===== config.mk =====
export PLATFORM = sky130hd
export DESIGN_NAME = thread_semaphore_manager_unit
export DESIGN_NICKNAME = d
export VERILOG_FILES = /design/src/rtl/core/tsm_pkg.sv /design/src/rtl/core/tsm_dpath.sv /design/src/rtl/core/tsm_ctrl.sv /design/src/rtl/core/thread_semaphore_manager_unit.sv
export SDC_FILE = /design/constraint.sdc
export NUM_CORES = 2
export LEC_CHECK = 0
export BUFFER_PORTS_ARGS = -buffer_cell sky130_fd_sc_hd__buf_2
export CORE_UTILIZATION = 55
export CTS_BUF_LIST = sky130_fd_sc_hd__clkbuf_2
export DETAILED_ROUTE_END_ITERATION = 10
export HOLD_SLACK_MARGIN = 0.05
export PLACE_DENSITY = 0.74
export SLEW_MARGIN = 40
export SYNTH_ARGS = -nofsm -noshare
export SYNTH_HDL_FRONTEND = slang
export SYNTH_SLANG_ARGS = --single-unit

===== constraint.sdc =====
create_clock -name i_clk -period 5.9 [get_ports i_clk]
set_input_delay 0.295 -clock i_clk [delete_from_list [all_inputs] [get_ports i_clk]]
set_output_delay 0.295 -clock i_clk [all_outputs]
set_load 0.01 [all_outputs]

===== src/rtl/core/tsm_pkg.sv =====
// Shared types and constants of the thread and semaphore manager.
`timescale 1ns / 1ps
`default_nettype none
package tsm_pkg;

    localparam logic [3:0] OP_SPAWN      = 4'd0;
    localparam logic [3:0] OP_TICK       = 4'd1;
    localparam logic [3:0] OP_SEMCREATE  = 4'd2;
    localparam logic [3:0] OP_SEMSET     = 4'd3;
    localparam logic [3:0] OP_SEMUP      = 4'd4;
    localparam logic [3:0] OP_SEMDOWN    = 4'd5;
    localparam logic [3:0] OP_SEMDESTROY = 4'd6;
    localparam logic [3:0] OP_SENDSIG    = 4'd7;
    localparam logic [3:0] OP_WAITSIG    = 4'd8;
    localparam logic [3:0] OP_STOPRES    = 4'd9;

    localparam logic [1:0] STAT_OK    = 2'd0;
    localparam logic [1:0] STAT_ERR   = 2'd1;
    localparam logic [1:0] STAT_FATAL = 2'd2;

    localparam logic [14:0] PID_MAX = 15'h7FFF;

    typedef enum logic [2:0] {
        TS_FREE    = 3'd0,
        TS_READY   = 3'd1,
        TS_RUNNING = 3'd2,
        TS_WAITSEM = 3'd3,
        TS_WAITSIG = 3'd4,
        TS_STOPPED = 3'd5
    } t_tstate;

    typedef enum logic [5:0] {
        C_NONE, C_LATCH, C_TICK1, C_TICK2, C_SCAN_CLR,
        C_TSCAN_PID, C_TSCAN_TGT, C_SSCAN_FREE, C_SSCAN_ID, C_SSCAN_CTR,
        C_PID_STEP, C_SEMC_STEP, C_SPAWN1, C_APP0, C_APP1, C_APP2,
        C_SCREATE, C_SSET, C_SDEST, C_SUP1, C_SUP2, C_SDOWN_OK, C_FATAL,
        C_DOWN1, C_WALK, C_RM_CUR, C_RM_A, C_DOWN2, C_DOWN3,
        C_SIG1, C_SIG2, C_WS_OK, C_WS1, C_WS2, C_STOP, C_PUBLISH
    } t_cmd;

    typedef struct packed {
        logic [3:0] op;
        logic       flag;
        logic       hit;
        logic       t_last;
        logic       s_last;
        logic       free_nil;
        logic       pend_set;
        logic       wh_nil;
        logic       cnt_pos;
        logic       alone;
        logic       q_nil;
        logic       have;
        logic       wake;
        logic       t_ready;
        logic       t_stopped;
    } t_dp_status;

endpackage
`default_nettype wire


===== src/rtl/core/tsm_dpath.sv =====
// Datapath of the thread and semaphore manager: tables, links and scan registers.
`timescale 1ns / 1ps
`default_nettype none
module tsm_dpath
    import tsm_pkg::*;
#(
    parameter int THREAD_SLOTS = 16,
    parameter int SEM_SLOTS    = 16,
    parameter int SIGNAL_BITS  = 16
) (
    input  wire logic                            i_clk,
    input  wire logic                            i_rst_n,
    input  wire t_cmd                            i_cmd,
    input  wire logic [3:0]                      i_opcode,
    input  wire logic                            i_resume_flag,
    input  wire logic [14:0]                     i_sem_ident_in,
    input  wire logic signed [15:0]              i_count_value,
    input  wire logic [14:0]                     i_target_pid,
    input  wire logic [15:0]                     i_signal_mask,
    output t_dp_status                           o_st,
    output logic [1:0]                           o_status_code,
    output logic [14:0]                          o_return_value,
    output logic [$clog2(THREAD_SLOTS)-1:0]      o_running_slot,
    output logic [14:0]                          o_running_pid,
    output logic                                 o_caller_blocked
);

    localparam int TW  = $clog2(THREAD_SLOTS);
    localparam int LW  = $clog2(THREAD_SLOTS + 1);
    localparam int SIW = (SEM_SLOTS > 1) ? $clog2(SEM_SLOTS) : 1;
    localparam int MX  = (THREAD_SLOTS > SEM_SLOTS) ? THREAD_SLOTS : SEM_SLOTS;
    localparam int IW  = $clog2(MX);
    localparam int SW  = (SIGNAL_BITS < 16) ? SIGNAL_BITS : 16;
    localparam logic [LW-1:0] NIL = LW'(THREAD_SLOTS);

    logic [3:0]         r_op;
    logic               r_flag;
    logic [14:0]        r_sid;
    logic signed [15:0] r_cval;
    logic [14:0]        r_tpid;
    logic [SW-1:0]      r_mask;

    logic [TW-1:0]  r_cur;
    logic [LW-1:0]  r_pend, r_free, r_a, r_b;
    logic [14:0]    r_pidc, r_pid, r_semc, r_rv;
    logic [IW-1:0]  r_idx;
    logic           r_hit, r_blk;
    logic [SIW-1:0] r_s, r_f;
    logic [1:0]     r_status;

    logic [14:0]    r_ident [THREAD_SLOTS];
    t_tstate        r_state [THREAD_SLOTS];
    logic [LW-1:0]  r_lf    [THREAD_SLOTS];
    logic [LW-1:0]  r_lb    [THREAD_SLOTS];
    logic [SW-1:0]  r_rs    [THREAD_SLOTS];
    logic [SW-1:0]  r_as    [THREAD_SLOTS];
    logic           r_inuse [SEM_SLOTS];
    logic [14:0]    r_sid_t [SEM_SLOTS];
    logic signed [15:0] r_cnt [SEM_SLOTS];
    logic [LW-1:0]  r_wh    [SEM_SLOTS];

    logic [TW-1:0]  a_i, b_i, idx_t, free_i, rm_n, pr_i, nx_i;
    logic [SIW-1:0] idx_s;
    logic [14:0]    tkey, skey, n_pidc, n_pid;
    logic           t_match, s_match, tk_go;
    logic [LW-1:0]  tk_nx, rm_pr, rm_nx;
    logic signed [15:0] cnt_up, cnt_dn;

    assign a_i    = r_a[TW-1:0];
    assign b_i    = r_b[TW-1:0];
    assign idx_t  = r_idx[TW-1:0];
    assign idx_s  = r_idx[SIW-1:0];
    assign free_i = r_free[TW-1:0];

    assign tkey    = (i_cmd == C_TSCAN_PID) ? r_pid : r_tpid;
    assign skey    = (i_cmd == C_SSCAN_ID) ? r_sid : r_semc;
    assign t_match = (r_state[idx_t] != TS_FREE) && (r_ident[idx_t] == tkey);
    assign s_match = r_inuse[idx_s] && (r_sid_t[idx_s] == skey);
    assign n_pidc  = (r_pidc == PID_MAX) ? 15'd1 : r_pidc + 15'd1;
    assign n_pid   = (r_pid == PID_MAX) ? 15'd1 : r_pid + 15'd1;

    assign tk_nx = (r_pend == NIL) ? r_lf[r_cur] : r_pend;
    assign tk_go = (tk_nx != LW'(r_cur)) && (tk_nx < NIL);

    assign rm_n  = (i_cmd == C_RM_CUR) ? r_cur : a_i;
    assign rm_pr = r_lb[rm_n];
    assign rm_nx = r_lf[rm_n];
    assign pr_i  = rm_pr[TW-1:0];
    assign nx_i  = rm_nx[TW-1:0];

    assign cnt_up = (r_cnt[r_s] == 16'sh7FFF) ? r_cnt[r_s] : r_cnt[r_s] + 16'sd1;
    assign cnt_dn = (r_cnt[r_s] == -16'sh8000) ? r_cnt[r_s] : r_cnt[r_s] - 16'sd1;

    always_comb begin
        o_st.op        = r_op;
        o_st.flag      = r_flag;
        o_st.hit       = r_hit;
        o_st.t_last    = (r_idx == IW'(THREAD_SLOTS - 1));
        o_st.s_last    = (r_idx == IW'(SEM_SLOTS - 1));
        o_st.free_nil  = (r_free == NIL);
        o_st.pend_set  = (r_pend != NIL);
        o_st.wh_nil    = (r_wh[r_s] == NIL);
        o_st.cnt_pos   = (r_cnt[r_s] > 16'sd0);
        o_st.alone     = (r_lf[r_cur] == LW'(r_cur));
        o_st.q_nil     = (r_b == NIL);
        o_st.have      = ((r_rs[r_cur] & r_mask) == r_mask);
        o_st.wake      = (r_state[a_i] == TS_WAITSIG) &&
                         ((r_rs[a_i] & r_as[a_i]) == r_as[a_i]);
        o_st.t_ready   = (r_state[a_i] == TS_READY);
        o_st.t_stopped = (r_state[a_i] == TS_STOPPED);
    end

    // Semaphore payload fields are only read after a create has written them.
    always_ff @(posedge i_clk) begin
        case (i_cmd)
            C_SCREATE: begin
                r_sid_t[r_f] <= r_semc;
                r_cnt[r_f]   <= r_cval;
                r_wh[r_f]    <= NIL;
            end
            C_SSET: begin
                if (r_wh[r_s] == NIL) r_cnt[r_s] <= r_cval;
            end
            C_SUP1:                r_cnt[r_s] <= cnt_up;
            C_SDOWN_OK, C_DOWN1:   r_cnt[r_s] <= cnt_dn;
            C_SUP2:                r_wh[r_s]  <= r_lf[a_i];
            C_DOWN2: begin
                if (r_a == NIL) r_wh[r_s] <= LW'(r_cur);
            end
            default: ;
        endcase
    end

    always_ff @(posedge i_clk) begin
        if (!i_rst_n) begin
            for (int i = 0; i < THREAD_SLOTS; i++) begin
                r_ident[i] <= '0;
                r_state[i] <= (i == 0) ? TS_RUNNING : TS_FREE;
                r_lf[i]    <= (i == 0) ? '0 :
                              ((i < THREAD_SLOTS - 1) ? LW'(i + 1) : NIL);
                r_lb[i]    <= (i == 0) ? '0 : NIL;
                r_rs[i]    <= '0;
                r_as[i]    <= '0;
            end
            for (int j = 0; j < SEM_SLOTS; j++) r_inuse[j] <= 1'b0;
            r_cur    <= '0;
            r_pend   <= NIL;
            r_free   <= LW'(1);
            r_pidc   <= 15'd1;
            r_semc   <= '0;
            r_idx    <= '0;
            r_hit    <= 1'b0;
            r_status <= STAT_ERR;
            r_rv     <= '0;
            r_blk    <= 1'b0;
        end else begin
            case (i_cmd)
                C_LATCH: begin
                    r_op     <= i_opcode;
                    r_flag   <= i_resume_flag;
                    r_sid    <= i_sem_ident_in;
                    r_cval   <= i_count_value;
                    r_tpid   <= i_target_pid;
                    r_mask   <= i_signal_mask[SW-1:0];
                    r_status <= STAT_ERR;
                    r_rv     <= '0;
                    r_blk    <= 1'b0;
                end
                C_TICK1: begin
                    r_b      <= tk_nx;
                    r_hit    <= tk_go;
                    r_pend   <= NIL;
                    r_status <= STAT_OK;
                    if (tk_go && r_state[r_cur] == TS_RUNNING) r_state[r_cur] <= TS_READY;
                end
                C_TICK2: begin
                    if (r_hit) begin
                        r_cur        <= b_i;
                        r_state[b_i] <= TS_RUNNING;
                    end
                end
                C_SCAN_CLR: begin
                    r_idx <= '0;
                    r_hit <= 1'b0;
                    r_pid <= r_pidc;
                end
                C_TSCAN_PID, C_TSCAN_TGT: begin
                    if (t_match && !r_hit) begin
                        r_hit <= 1'b1;
                        r_a   <= LW'(idx_t);
                    end
                    r_idx <= r_idx + 1'b1;
                end
                C_SSCAN_FREE: begin
                    if (!r_inuse[idx_s] && !r_hit) begin
                        r_hit <= 1'b1;
                        r_f   <= idx_s;
                    end
                    r_idx <= r_idx + 1'b1;
                end
                C_SSCAN_ID, C_SSCAN_CTR: begin
                    if (s_match && !r_hit) begin
                        r_hit <= 1'b1;
                        r_s   <= idx_s;
                    end
                    r_idx <= r_idx + 1'b1;
                end
                C_PID_STEP: begin
                    r_pidc <= n_pidc;
                    if (r_hit) r_pid <= n_pid;
                    r_idx <= '0;
                    r_hit <= 1'b0;
                end
                C_SEMC_STEP: begin
                    if (r_hit) r_semc <= r_semc + 15'd1;
                    r_idx <= '0;
                    r_hit <= 1'b0;
                end
                C_SPAWN1: begin
                    r_a             <= r_free;
                    r_free          <= r_lf[free_i];
                    r_ident[free_i] <= r_pid;
                    r_rs[free_i]    <= '0;
                    r_as[free_i]    <= '0;
                    r_rv            <= r_pid;
                    r_status        <= STAT_OK;
                end
                C_APP0: r_b <= r_lb[r_cur];
                C_APP1: begin
                    r_lb[a_i]    <= r_b;
                    r_lf[a_i]    <= LW'(r_cur);
                    r_state[a_i] <= TS_READY;
                    r_status     <= STAT_OK;
                end
                C_APP2: begin
                    r_lf[b_i]   <= r_a;
                    r_lb[r_cur] <= r_a;
                end
                C_SCREATE: begin
                    r_inuse[r_f] <= 1'b1;
                    r_rv         <= r_semc;
                    r_semc       <= r_semc + 15'd1;
                    r_status     <= STAT_OK;
                end
                C_SSET: begin
                    if (r_wh[r_s] == NIL) r_status <= STAT_OK;
                end
                C_SDEST: begin
                    if (r_wh[r_s] == NIL) begin
                        r_inuse[r_s] <= 1'b0;
                        r_status     <= STAT_OK;
                    end
                end
                C_SUP1: begin
                    r_a      <= r_wh[r_s];
                    r_status <= STAT_OK;
                end
                C_SDOWN_OK: r_status <= STAT_OK;
                C_FATAL:    r_status <= STAT_FATAL;
                C_DOWN1: begin
                    r_b <= r_wh[r_s];
                    r_a <= NIL;
                end
                C_WALK: begin
                    r_a <= r_b;
                    r_b <= r_lf[b_i];
                end
                C_RM_CUR, C_RM_A: begin
                    r_lf[pr_i] <= rm_nx;
                    r_lb[nx_i] <= rm_pr;
                end
                C_DOWN2: begin
                    if (r_a != NIL) r_lf[a_i] <= LW'(r_cur);
                    r_state[r_cur] <= TS_WAITSEM;
                    r_pend         <= r_lf[r_cur];
                    r_blk          <= 1'b1;
                    r_status       <= STAT_OK;
                end
                C_DOWN3: r_lf[r_cur] <= NIL;
                C_SIG1: begin
                    r_rs[a_i] <= r_rs[a_i] | r_mask;
                    r_status  <= STAT_OK;
                end
                C_SIG2: begin
                    r_rs[a_i] <= r_rs[a_i] ^ r_as[a_i];
                    r_as[a_i] <= '0;
                end
                C_WS_OK: begin
                    r_rs[r_cur] <= r_rs[r_cur] ^ r_mask;
                    r_as[r_cur] <= '0;
                    r_status    <= STAT_OK;
                end
                C_WS1: r_as[r_cur] <= r_mask;
                C_WS2: begin
                    r_state[r_cur] <= TS_WAITSIG;
                    r_pend         <= r_lf[r_cur];
                    r_blk          <= 1'b1;
                    r_status       <= STAT_OK;
                end
                C_STOP: begin
                    r_state[a_i] <= TS_STOPPED;
                    r_status     <= STAT_OK;
                end
                default: ;
            endcase
        end
    end

    // Result register; loaded only when the output side can take it.
    always_ff @(posedge i_clk) begin
        if (i_cmd == C_PUBLISH) begin
            o_status_code    <= r_status;
            o_return_value   <= r_rv;
            o_running_slot   <= r_cur;
            o_running_pid    <= r_ident[r_cur];
            o_caller_blocked <= r_blk;
        end
    end

endmodule
`default_nettype wire


===== src/rtl/core/tsm_ctrl.sv =====
// Controller state machine of the thread and semaphore manager.
`timescale 1ns / 1ps
`default_nettype none
module tsm_ctrl
    import tsm_pkg::*;
(
    input  wire logic       i_clk,
    input  wire logic       i_rst_n,
    input  wire logic       i_valid,
    output logic            o_ready,
    output logic            o_valid,
    input  wire logic       i_ready,
    input  wire t_dp_status i_st,
    output t_cmd            o_cmd
);

    typedef enum logic [5:0] {
        S_IDLE, S_DEC, S_TICK1, S_TICK2, S_PSCAN, S_PSTEP, S_SPAWN1,
        S_APP0, S_APP1, S_APP2, S_SFSCAN, S_SFCHK, S_SCSCAN, S_SCCHK,
        S_SCREATE, S_SISCAN, S_SICHK, S_SSET, S_SDEST, S_SUP1, S_SUP2,
        S_SDOWN_OK, S_FATAL, S_DOWN1, S_WALK, S_RMCUR, S_DOWN2, S_DOWN3,
        S_TTSCAN, S_TTCHK, S_SIG1, S_SIGCHK, S_SIG2, S_RMA, S_STOP,
        S_WS1, S_WS2, S_WS_OK, S_FIN
    } t_state;

    t_state r_state, n_state;
    logic   r_ovalid, n_ovalid;

    assign o_ready = (r_state == S_IDLE);
    assign o_valid = r_ovalid;

    always_comb begin
        n_state  = r_state;
        o_cmd    = C_NONE;
        case (r_state)
            S_IDLE: begin
                if (i_valid) begin
                    o_cmd   = C_LATCH;
                    n_state = S_DEC;
                end
            end
            S_DEC: begin
                o_cmd = C_SCAN_CLR;
                if (i_st.op == OP_TICK) n_state = S_TICK1;
                else if (i_st.pend_set) n_state = S_FIN;
                else begin
                    case (i_st.op)
                        OP_SPAWN:     n_state = i_st.free_nil ? S_FIN : S_PSCAN;
                        OP_SEMCREATE: n_state = S_SFSCAN;
                        OP_SEMSET, OP_SEMUP, OP_SEMDOWN, OP_SEMDESTROY:
                                      n_state = S_SISCAN;
                        OP_SENDSIG, OP_STOPRES: n_state = S_TTSCAN;
                        OP_WAITSIG: begin
                            if (i_st.have)       n_state = S_WS_OK;
                            else if (i_st.alone) n_state = S_FATAL;
                            else                 n_state = S_WS1;
                        end
                        default:      n_state = S_FIN;
                    endcase
                end
            end
            S_TICK1:  begin o_cmd = C_TICK1; n_state = S_TICK2; end
            S_TICK2:  begin o_cmd = C_TICK2; n_state = S_FIN; end
            S_PSCAN:  begin
                o_cmd = C_TSCAN_PID;
                if (i_st.t_last) n_state = S_PSTEP;
            end
            S_PSTEP:  begin
                o_cmd   = C_PID_STEP;
                n_state = i_st.hit ? S_PSCAN : S_SPAWN1;
            end
            S_SPAWN1: begin o_cmd = C_SPAWN1; n_state = S_APP0; end
            S_APP0:   begin o_cmd = C_APP0; n_state = S_APP1; end
            S_APP1:   begin o_cmd = C_APP1; n_state = S_APP2; end
            S_APP2:   begin o_cmd = C_APP2; n_state = S_FIN; end
            S_SFSCAN: begin
                o_cmd = C_SSCAN_FREE;
                if (i_st.s_last) n_state = S_SFCHK;
            end
            S_SFCHK:  begin
                o_cmd   = C_SCAN_CLR;
                n_state = i_st.hit ? S_SCSCAN : S_FIN;
            end
            S_SCSCAN: begin
                o_cmd = C_SSCAN_CTR;
                if (i_st.s_last) n_state = S_SCCHK;
            end
            S_SCCHK:  begin
                o_cmd   = C_SEMC_STEP;
                n_state = i_st.hit ? S_SCSCAN : S_SCREATE;
            end
            S_SCREATE: begin o_cmd = C_SCREATE; n_state = S_FIN; end
            S_SISCAN: begin
                o_cmd = C_SSCAN_ID;
                if (i_st.s_last) n_state = S_SICHK;
            end
            S_SICHK:  begin
                if (!i_st.hit) n_state = S_FIN;
                else begin
                    case (i_st.op)
                        OP_SEMSET:     n_state = S_SSET;
                        OP_SEMDESTROY: n_state = S_SDEST;
                        OP_SEMUP:      n_state = S_SUP1;
                        default: begin
                            if (i_st.cnt_pos)    n_state = S_SDOWN_OK;
                            else if (i_st.alone) n_state = S_FATAL;
                            else                 n_state = S_DOWN1;
                        end
                    endcase
                end
            end
            S_SSET:   begin o_cmd = C_SSET; n_state = S_FIN; end
            S_SDEST:  begin o_cmd = C_SDEST; n_state = S_FIN; end
            S_SUP1:   begin
                o_cmd   = C_SUP1;
                n_state = i_st.wh_nil ? S_FIN : S_SUP2;
            end
            S_SUP2:   begin o_cmd = C_SUP2; n_state = S_APP0; end
            S_SDOWN_OK: begin o_cmd = C_SDOWN_OK; n_state = S_FIN; end
            S_FATAL:  begin o_cmd = C_FATAL; n_state = S_FIN; end
            S_DOWN1:  begin o_cmd = C_DOWN1; n_state = S_WALK; end
            S_WALK:   begin
                if (i_st.q_nil) n_state = S_RMCUR;
                else            o_cmd   = C_WALK;
            end
            S_RMCUR:  begin
                o_cmd   = C_RM_CUR;
                n_state = (i_st.op == OP_WAITSIG) ? S_WS2 : S_DOWN2;
            end
            S_DOWN2:  begin o_cmd = C_DOWN2; n_state = S_DOWN3; end
            S_DOWN3:  begin o_cmd = C_DOWN3; n_state = S_FIN; end
            S_TTSCAN: begin
                o_cmd = C_TSCAN_TGT;
                if (i_st.t_last) n_state = S_TTCHK;
            end
            S_TTCHK:  begin
                if (!i_st.hit)                            n_state = S_FIN;
                else if (i_st.op == OP_SENDSIG)           n_state = S_SIG1;
                else if (!i_st.flag && i_st.t_ready)      n_state = S_RMA;
                else if (i_st.flag && i_st.t_stopped)     n_state = S_APP0;
                else                                      n_state = S_FIN;
            end
            S_SIG1:   begin o_cmd = C_SIG1; n_state = S_SIGCHK; end
            S_SIGCHK: n_state = i_st.wake ? S_SIG2 : S_FIN;
            S_SIG2:   begin o_cmd = C_SIG2; n_state = S_APP0; end
            S_RMA:    begin o_cmd = C_RM_A; n_state = S_STOP; end
            S_STOP:   begin o_cmd = C_STOP; n_state = S_FIN; end
            S_WS1:    begin o_cmd = C_WS1; n_state = S_RMCUR; end
            S_WS2:    begin o_cmd = C_WS2; n_state = S_FIN; end
            S_WS_OK:  begin o_cmd = C_WS_OK; n_state = S_FIN; end
            S_FIN:    begin
                if (!r_ovalid || i_ready) begin
                    o_cmd   = C_PUBLISH;
                    n_state = S_IDLE;
                end
            end
            default:  n_state = S_IDLE;
        endcase
    end

    always_comb begin
        n_ovalid = r_ovalid;
        if (r_ovalid && i_ready) n_ovalid = 1'b0;
        if (o_cmd == C_PUBLISH)  n_ovalid = 1'b1;
    end

    always_ff @(posedge i_clk) begin
        if (!i_rst_n) begin
            r_state  <= S_IDLE;
            r_ovalid <= 1'b0;
        end else begin
            r_state  <= n_state;
            r_ovalid <= n_ovalid;
        end
    end

endmodule
`default_nettype wire


===== src/rtl/core/thread_semaphore_manager_unit.sv =====
// Top level of the thread and semaphore manager: controller plus datapath.
`timescale 1ns / 1ps
`default_nettype none
//
//  Channel   Direction  Handshake          Transfer carries
//  request   in         i_valid / o_ready  opcode, resume flag, semaphore id,
//                                          count, target pid, signal mask
//  result    out        o_valid / i_ready  status, return value, running slot,
//                                          running pid, caller blocked flag
//
//  One request is processed at a time. A tick steps through decode, two tick
//  states and publish before the next ready, and a call refused at decode goes
//  straight to publish; a table lookup walks one slot per cycle over all
//  THREAD_SLOTS or SEM_SLOTS slots, and a spawn repeats the pid scan
//  once per candidate pid that is already in use.
//  A semaphore down that blocks also walks the wait queue, one entry a cycle.
//  Reset is synchronous and active low and leaves slot 0 running alone.
//  A result waiting on a stalled output does not stop the next request from
//  being taken; only the publish of its result waits for the output register.
//
module thread_semaphore_manager_unit
    import tsm_pkg::*;
#(
    parameter int THREAD_SLOTS = 16,
    parameter int SEM_SLOTS    = 16,
    parameter int SIGNAL_BITS  = 16
) (
    input  wire logic                        i_clk,
    input  wire logic                        i_rst_n,
    input  wire logic                        i_valid,
    output logic                             o_ready,
    input  wire logic [3:0]                  i_opcode,
    input  wire logic                        i_resume_flag,
    input  wire logic [14:0]                 i_sem_ident_in,
    input  wire logic signed [15:0]          i_count_value,
    input  wire logic [14:0]                 i_target_pid,
    input  wire logic [15:0]                 i_signal_mask,
    output logic                             o_valid,
    input  wire logic                        i_ready,
    output logic [1:0]                       o_status_code,
    output logic [14:0]                      o_return_value,
    output logic [$clog2(THREAD_SLOTS)-1:0]  o_running_slot,
    output logic [14:0]                      o_running_pid,
    output logic                             o_caller_blocked
);

    // The controller sequences one command per cycle; the datapath reports
    // back the flags that steer the sequence.
    t_cmd       cmd;
    t_dp_status st;

    tsm_ctrl u_ctrl (
        .i_clk   (i_clk),
        .i_rst_n (i_rst_n),
        .i_valid (i_valid),
        .o_ready (o_ready),
        .o_valid (o_valid),
        .i_ready (i_ready),
        .i_st    (st),
        .o_cmd   (cmd)
    );

    // The datapath holds the thread table, the ready ring links and the
    // semaphore table, and the result register that feeds the output ports.
    tsm_dpath #(
        .THREAD_SLOTS (THREAD_SLOTS),
        .SEM_SLOTS    (SEM_SLOTS),
        .SIGNAL_BITS  (SIGNAL_BITS)
    ) u_dpath (
        .i_clk            (i_clk),
        .i_rst_n          (i_rst_n),
        .i_cmd            (cmd),
        .i_opcode         (i_opcode),
        .i_resume_flag    (i_resume_flag),
        .i_sem_ident_in   (i_sem_ident_in),
        .i_count_value    (i_count_value),
        .i_target_pid     (i_target_pid),
        .i_signal_mask    (i_signal_mask),
        .o_st             (st),
        .o_status_code    (o_status_code),
        .o_return_value   (o_return_value),
        .o_running_slot   (o_running_slot),
        .o_running_pid    (o_running_pid),
        .o_caller_blocked (o_caller_blocked)
    );

endmodule
`default_nettype wire

# Yosys cells after proc, flatten, opt, wreduce, memory -nomap -nowiden
# Memories as Yosys holds them, arrays and structs flattened. A register that Yosys moved wholly into a read port is not among the register bits.
# Index checks and enable logic that the tools add are counted.
classes:
  addsub: 6
  order_cmp: 2
  eq_ne: 118
  n_bitwise: 14
  n_reduce_logical: 77
  mux: 223
op_table:
  columns: ["cell", "n"]
  rows:
  - ["6-bit case mux with 35 select lines", 1]
  - ["16-bit two-way mux", 13]
  - ["6-bit by 5-bit equality test with 1-bit output, second input constant", 32]
  - ["4-bit two-way mux", 45]
  - ["6-bit case mux with 27 select lines", 1]
  - ["6-bit two-way mux", 23]
  - ["16-bit OR reduction", 7]
  - ["15-bit two-way mux", 7]
  - ["1-bit two-way mux", 98]
  - ["6-bit by 4-bit equality test with 1-bit output, second input constant", 16]
  - ["6-bit equality test, second input constant", 11]
  - ["5-bit two-way mux", 13]
  - ["15-bit case mux with 2 select lines", 2]
  - ["6-bit by 3-bit equality test with 1-bit output, second input constant", 8]
  - ["15-bit by 1-bit adder with 15-bit output, second input constant", 3]
  - ["15-bit case mux with 3 select lines", 1]
  - ["5-bit OR reduction", 9]
  - ["16-bit AND", 2]
  - ["16-bit equality test", 2]
  - ["16-bit equality test, second input constant", 2]
  - ["16-bit bitwise XOR", 2]
  - ["15-bit equality test", 2]
  - ["15-bit equality test, second input constant", 2]
  - ["6-bit case mux with 5 select lines", 1]
  - ["other kinds (51)", 137]
word_totals:
  inputBits: 71
  mem_bits_rw: 1552
  regBits: 191
  n_memories: 10
  word_cells: 476
mem_list:
  columns: ["name", "depth", "word_bits", "read_ports", "rd_ports_with_merged_regs", "write_ports", "line", "rtl"]
  rows:
  - ["u_dpath.r_as", 16, 16, 1, 1, 16, "tsm_dpath.sv:56", "logic [SW-1:0] r_as [THREAD_SLOTS];"]
  - ["u_dpath.r_cnt", 16, 16, 1, 1, 1, "tsm_dpath.sv:59", "logic signed [15:0] r_cnt [SEM_SLOTS];"]
  - ["u_dpath.r_rs", 16, 16, 2, 2, 16, "tsm_dpath.sv:55", "logic [SW-1:0] r_rs [THREAD_SLOTS];"]
  - ["u_dpath.r_ident", 16, 15, 2, 2, 16, "tsm_dpath.sv:51", "logic [14:0] r_ident [THREAD_SLOTS];"]
  - ["u_dpath.r_sid_t", 16, 15, 1, 1, 1, "tsm_dpath.sv:58", "logic [14:0] r_sid_t [SEM_SLOTS];"]
  - ["u_dpath.r_lb", 16, 5, 2, 1, 16, "tsm_dpath.sv:54", "logic [LW-1:0] r_lb [THREAD_SLOTS];"]
  - ["4 more memories", null, null, null, null, null, null, null]

# Depth between registers and ports, before layout
logic_depth:
  ltp_word: 15
  depth_mapped: 18
  depth_no_buf: 13

# Hierarchy
# From an unflattened synthesis, not the netlist that was laid out.
unflattened:
  hier_cells: 5900
  hier_area_um2: 86603.1
modules_own_cells:
  columns: ["mod", "cells_each", "instances", "area_each_um2"]
  rows:
  - ["tsm_dpath", 5632, 1, 84927.7]
  - ["tsm_ctrl", 268, 1, 1675.4]

# Least setup slack after synthesis
# Ideal clock, no wire load.
synth_timing:
  kind: "flip-flop to flip-flop"
  startpoint: "reg u_ctrl.r_state[3]"
  endpoint: "reg u_dpath.r_cval[0], enable pin"
  period_less_slack_ps: 6313
  slack_ps: -413
  t_arrival_ps: 5821
  stages_incl_launch_ff: 8
  path_buffers: 2
  t_required_ps: 5408
  setup_ps: 492
  cell_sequence: "dfxtp_1 or3b_2 nor4_4 nor3_1 and3_1 clkbuf_1 buf_6 nor2_1"
synth_via:
  elab_chain_len: 5
  word_cells_on_any_way: 40
synth_lines:
  columns: ["item", "line", "rtl"]
  rows:
  - ["from (decl)", "tsm_ctrl.sv:26", "t_state r_state, n_state;"]
  - ["from (signal assigned)", "tsm_ctrl.sv:172", "r_state <= n_state;"]
  - ["6-bit by 4-bit equality test with 1-bit output or 6-bit by 1-bit equality test with 1-bit output (tied branches)", "tsm_ctrl.sv:35", "case (r_state)"]
  - ["2-bit OR reduction (no line)", null, null]
  - ["6-bit case mux with 35 select lines (*)", "tsm_ctrl.sv:35", null]
  - ["6-bit by 1-bit equality test with 1-bit output (*)", "tsm_dpath.sv:157", "case (i_cmd)"]
  - ["2-bit AND reduction (no line) (*)", null, null]
  - ["to (signal assigned)", "tsm_dpath.sv:162", "r_cval <= i_count_value;"]
  - ["to (decl)", "tsm_dpath.sv:39", "logic signed [15:0] r_cval;"]
# Every way passes the cells marked *; elsewhere a longest branch is shown, timed or not.
# A chain may end at the register's enable or synchronous reset.

==> metrics.md <==
| Metric | Value |
|---|---|
| Outcome | `finished, final reports clean` |
| Vias in the first global route | `59.3k` |
| Warnings from Yosys | `0` |
| Area leader, netlist | `edfxtp_1` |
| Critical Path AT | `6.97 ns` |
| Leak | `32.5 nW` |
| I/O pin cnt | `110` |
| FMAX | `0.180 GHz` |
| Reg clk slew, reported paths | `0.11 ns` |
| Top cells by area, synth | `edfxtp_1 58%, mux4_2 18%, nor2_1 3.7%` |
| Slowest-stage cell, CP | `dlygate4sd3_1` |
| Initial core utilization | `55.4%` |
| Crit Reg-Reg Endpoint | `u_dpath.r_state[9][2]` |
| DRT Pass-1 Iters | `8` |
| Hold path depth | `4` |
| Fin util | `61.9%` |
| Clk Latency, worst-skew pair | `1.88 ns` |
| Setup TNS Final | `0 ns` |
| Area delta synth->final | `11.9%` |
| Rel. slew slack | `19.1%` |
| Final WS setup | `0.341 ns` |
| Hold Path Class | `in -> reg` |
| Unique masters post-synth | `100` |
| Detail Route Antenna Nets | `0` |
| Most frequent cells in the layout | `1,673 x edfxtp_1, 834 x nor2_1, 699 x mux4_2` |
| Worst hold start | `i_resume_flag` |
| GR Overflow Total | `0` |
| Max-cap violations | `0` |
| # nets final | `6,648` |
| Setup-failing EPs final | `0` |
| Row count | `145` |
| Post-synth EDFFs | `1,673` |
| RSZ-0062 raised after global routing | `no` |
| Hold Path End | `u_dpath.r_flag` |
| Sequential fraction of the synthesis area | `60.7%` |
| Avg WL per Cell | `29.0 microns` |
| Final wirelength | `258,000 microns` |
| DR DRC count | `0` |
| First-pass GRT wire length | `378,000 microns` |
| Die area | `159,000 sq um` |
| Most used DFF post-synth | `edfxtp_1` |
| H-tree depth | `5` |
| # fillers | `11.5k` |
| CTS Root Cell | `clkbuf_2` |
| Pwr per Cell Area | `325 nW/um^2` |
| # Post-CTS Setup Buffers | `0` |
| Post-Synthesis Cells | `5,889` |
| Commonest non-fill, non-tap cell in the layout | `edfxtp_1` |
| DRT iter0 DRCs | `8,413` |
| CP Cell Sequence | `or3b_2, nor4_4, buf_4, nor3_1, dlygate4sd3_1, a32oi_1, buf_4, dlygate4sd3_1, nand3_1, nor2_2, a221o_1, nand2_1, o21ai_0` |
| GRT Resource Usage Total | `32.5%` |
| Die width | `398 microns` |
| Largest stage delay on the critical path | `0.69 ns` |
| Core ar. | `156,000 sq um` |
| Mean Syn Cell Area | `14.7 sq um` |
| Synth Cell Area | `86,400 sq um` |
| Via Count | `59.2k` |
| Final setup skew | `0.197 ns` |
| Yosys top cell area share | `58.2%` |
| Clk sinks | `1,783` |
| GP Congestion | `0.982` |
| Critical register-to-register path startpoint | `u_ctrl.r_state[5]` |
| Slew Limit Fails | `0` |
| Crit share post-route | `94.2%` |
| Hpwl dp | `164,000 microns` |
| Die H | `398 microns` |
| CTS Buffer Depth | `4` |
| DR vias/cell | `6.65` |
| Largest net degree at the start of global routing | `67` |
| CP Capture Type | `register` |
| Layout cells sized above 1 | `28.8%` |
| Largest vdd supply drop | `273 uV` |
| Final min period | `5.56 ns` |
| FF+latch count, synth | `1,783` |
| Worst Path Max Fanout | `24` |
| PortBufs | `109` |
| FFs w/ async S/R, synth | `0%` |
| Cells on worst reg2reg path | `13` |
| Startpoint types | `register` |
| Number of antenna violations at the first check in global routing | `7` |
| Critical path type | `reg -> reg` |
| Req. time, crit path | `7.31 ns` |
| Hold Vio Cnt, Final | `0` |
| Hold WS | `0.274 ns` |
| Reg2reg setup slack | `0.34 ns` |
| Setup WS pre-CTS | `0.825 ns` |
| Mapped Nets | `5,998` |
| CTS buffer count | `442` |
| Actual transition at the worst max-transition pin | `1.21 ns` |
| CTS tree | `yes` |
-- critical path, delay by kind of cell, from the launching register on --
| family | cells | cell delay (ns) |
|---|---|---|
| AOI/OAI and AO/OA | 3 | 1.01 |
| buffers and inverters | 4 | 1.71 |
| DFF | 1 | 0.67 |
| and+or+nand+nor | 6 | 1.71 |
-- power by group --
group          total (W)  switching (W)  internal, W  leakage (nW)
Combinational    0.00816        0.00470      0.00346          12.9
Clock            0.00795        0.00498      0.00297          2.87
Sequential        0.0153       0.000778       0.0145          16.8
Total             0.0314         0.0105       0.0209          32.5
-- layout make-up --
| cell class | count | area, sq um | area share, % |
|---|---|---|---|
| flip-flops and latches | 1783 | 52500 | 54.3 |
| multi-input cells | 3568 | 32000 | 33.1 |
| well taps | 2058 | 2570 | 2.66 |
| clock buffers | 629 | 3150 | 3.26 |
| inverters | 74 | 278 | 0.287 |
| repair buffers | 670 | 5620 | 5.82 |
| diodes | 10 | 25.0 | 0.0259 |
| clock inverters | 104 | 519 | 0.537 |
-- metal layers --
layer  up-vias  global-route usage [%]  wire, microns
li1      24500                       -              -
met1     29500                    41.4          90300
met2      4346                    52.5         125000
met3       839                    7.17          28900
met4         4                    16.9          13600
met5         -                       0             21
-- worst max-delay path by stage --
stage | slack (ns) | from | to
after floorplan | 0.54 | u_ctrl.r_state[3] | u_dpath.r_cnt[1][0]
after detailed placement | 0.82 | u_ctrl.r_state[5] | u_dpath.r_rs[11][9]
final | 0.34 | u_ctrl.r_state[5] | u_dpath.r_state[9][2]
after global placement | 0.85 | u_ctrl.r_state[5] | u_dpath.r_rs[11][2]
after CTS | 0.17 | u_ctrl.r_state[5] | u_dpath.r_state[9][2]
after global routing | 0.14 | u_ctrl.o_valid | u_dpath.r_state[6][1]
-- synth_stat cells (75+ instances only) --
| cell | instances |
|---|---|
| nand3_1 | 119 |
| nand2_1 | 403 |
| mux2i_1 | 75 |
| buf_2 | 79 |
| mux4_2 | 699 |
| nor2_1 | 843 |
| and2_1 | 229 |
| o21ai_0 | 175 |
| nor3_1 | 97 |
| a21oi_1 | 105 |
| dfxtp_1 | 110 |
| clkbuf_1 | 303 |
| edfxtp_1 | 1673 |
-- timing repair --
action                     4_1_cts  5_1_grt
hold endpoints to repair      1688        0
setup endpoints to repair        0        0
gates resized for setup          0        0
hold buffers                   240        0
-- cell families (layout without fill, tap and decap cells) --
group                    Yosys count  after routing  synth area share [%]
XOR/XNOR                          93             93                 0.952
AND/OR/NAND/NOR                 2018           2018                  10.9
other                              0             10                     0
flip-flops                      1783           1783                  60.7
AO/OA/AOI/OAI                    629            629                  5.01
adder cells (fa/ha/maj)           38             38                 0.550
buffers and inverters            538           1477                  2.60
multiplexers                     790            790                  19.3
-- sequential cells by signal, indices dropped and copies added (netlist names), 48 cells and up, named ones only --
signal / flops
u_dpath.r_lf: 80
u_dpath.r_wh: 80
u_dpath.r_rs: 256
u_dpath.r_lb: 80
u_dpath.r_cnt: 256
u_dpath.r_as: 256
u_dpath.r_ident: 240
u_dpath.r_sid_t: 240
u_dpath.r_state: 48
-- stage by stage --
stage               instances  power (W)  instance area [sq um]
finish                   8896     0.0314                  96700
global route             8895     0.0325                  96600
CTS                      8884     0.0312                  96600
detailed placement       7911     0.0233                  90500
global placement         7904     0.0232                  90400
floorplan                5889     0.0205                  86400
Note: power is estimated with default switching activity, not from simulation.
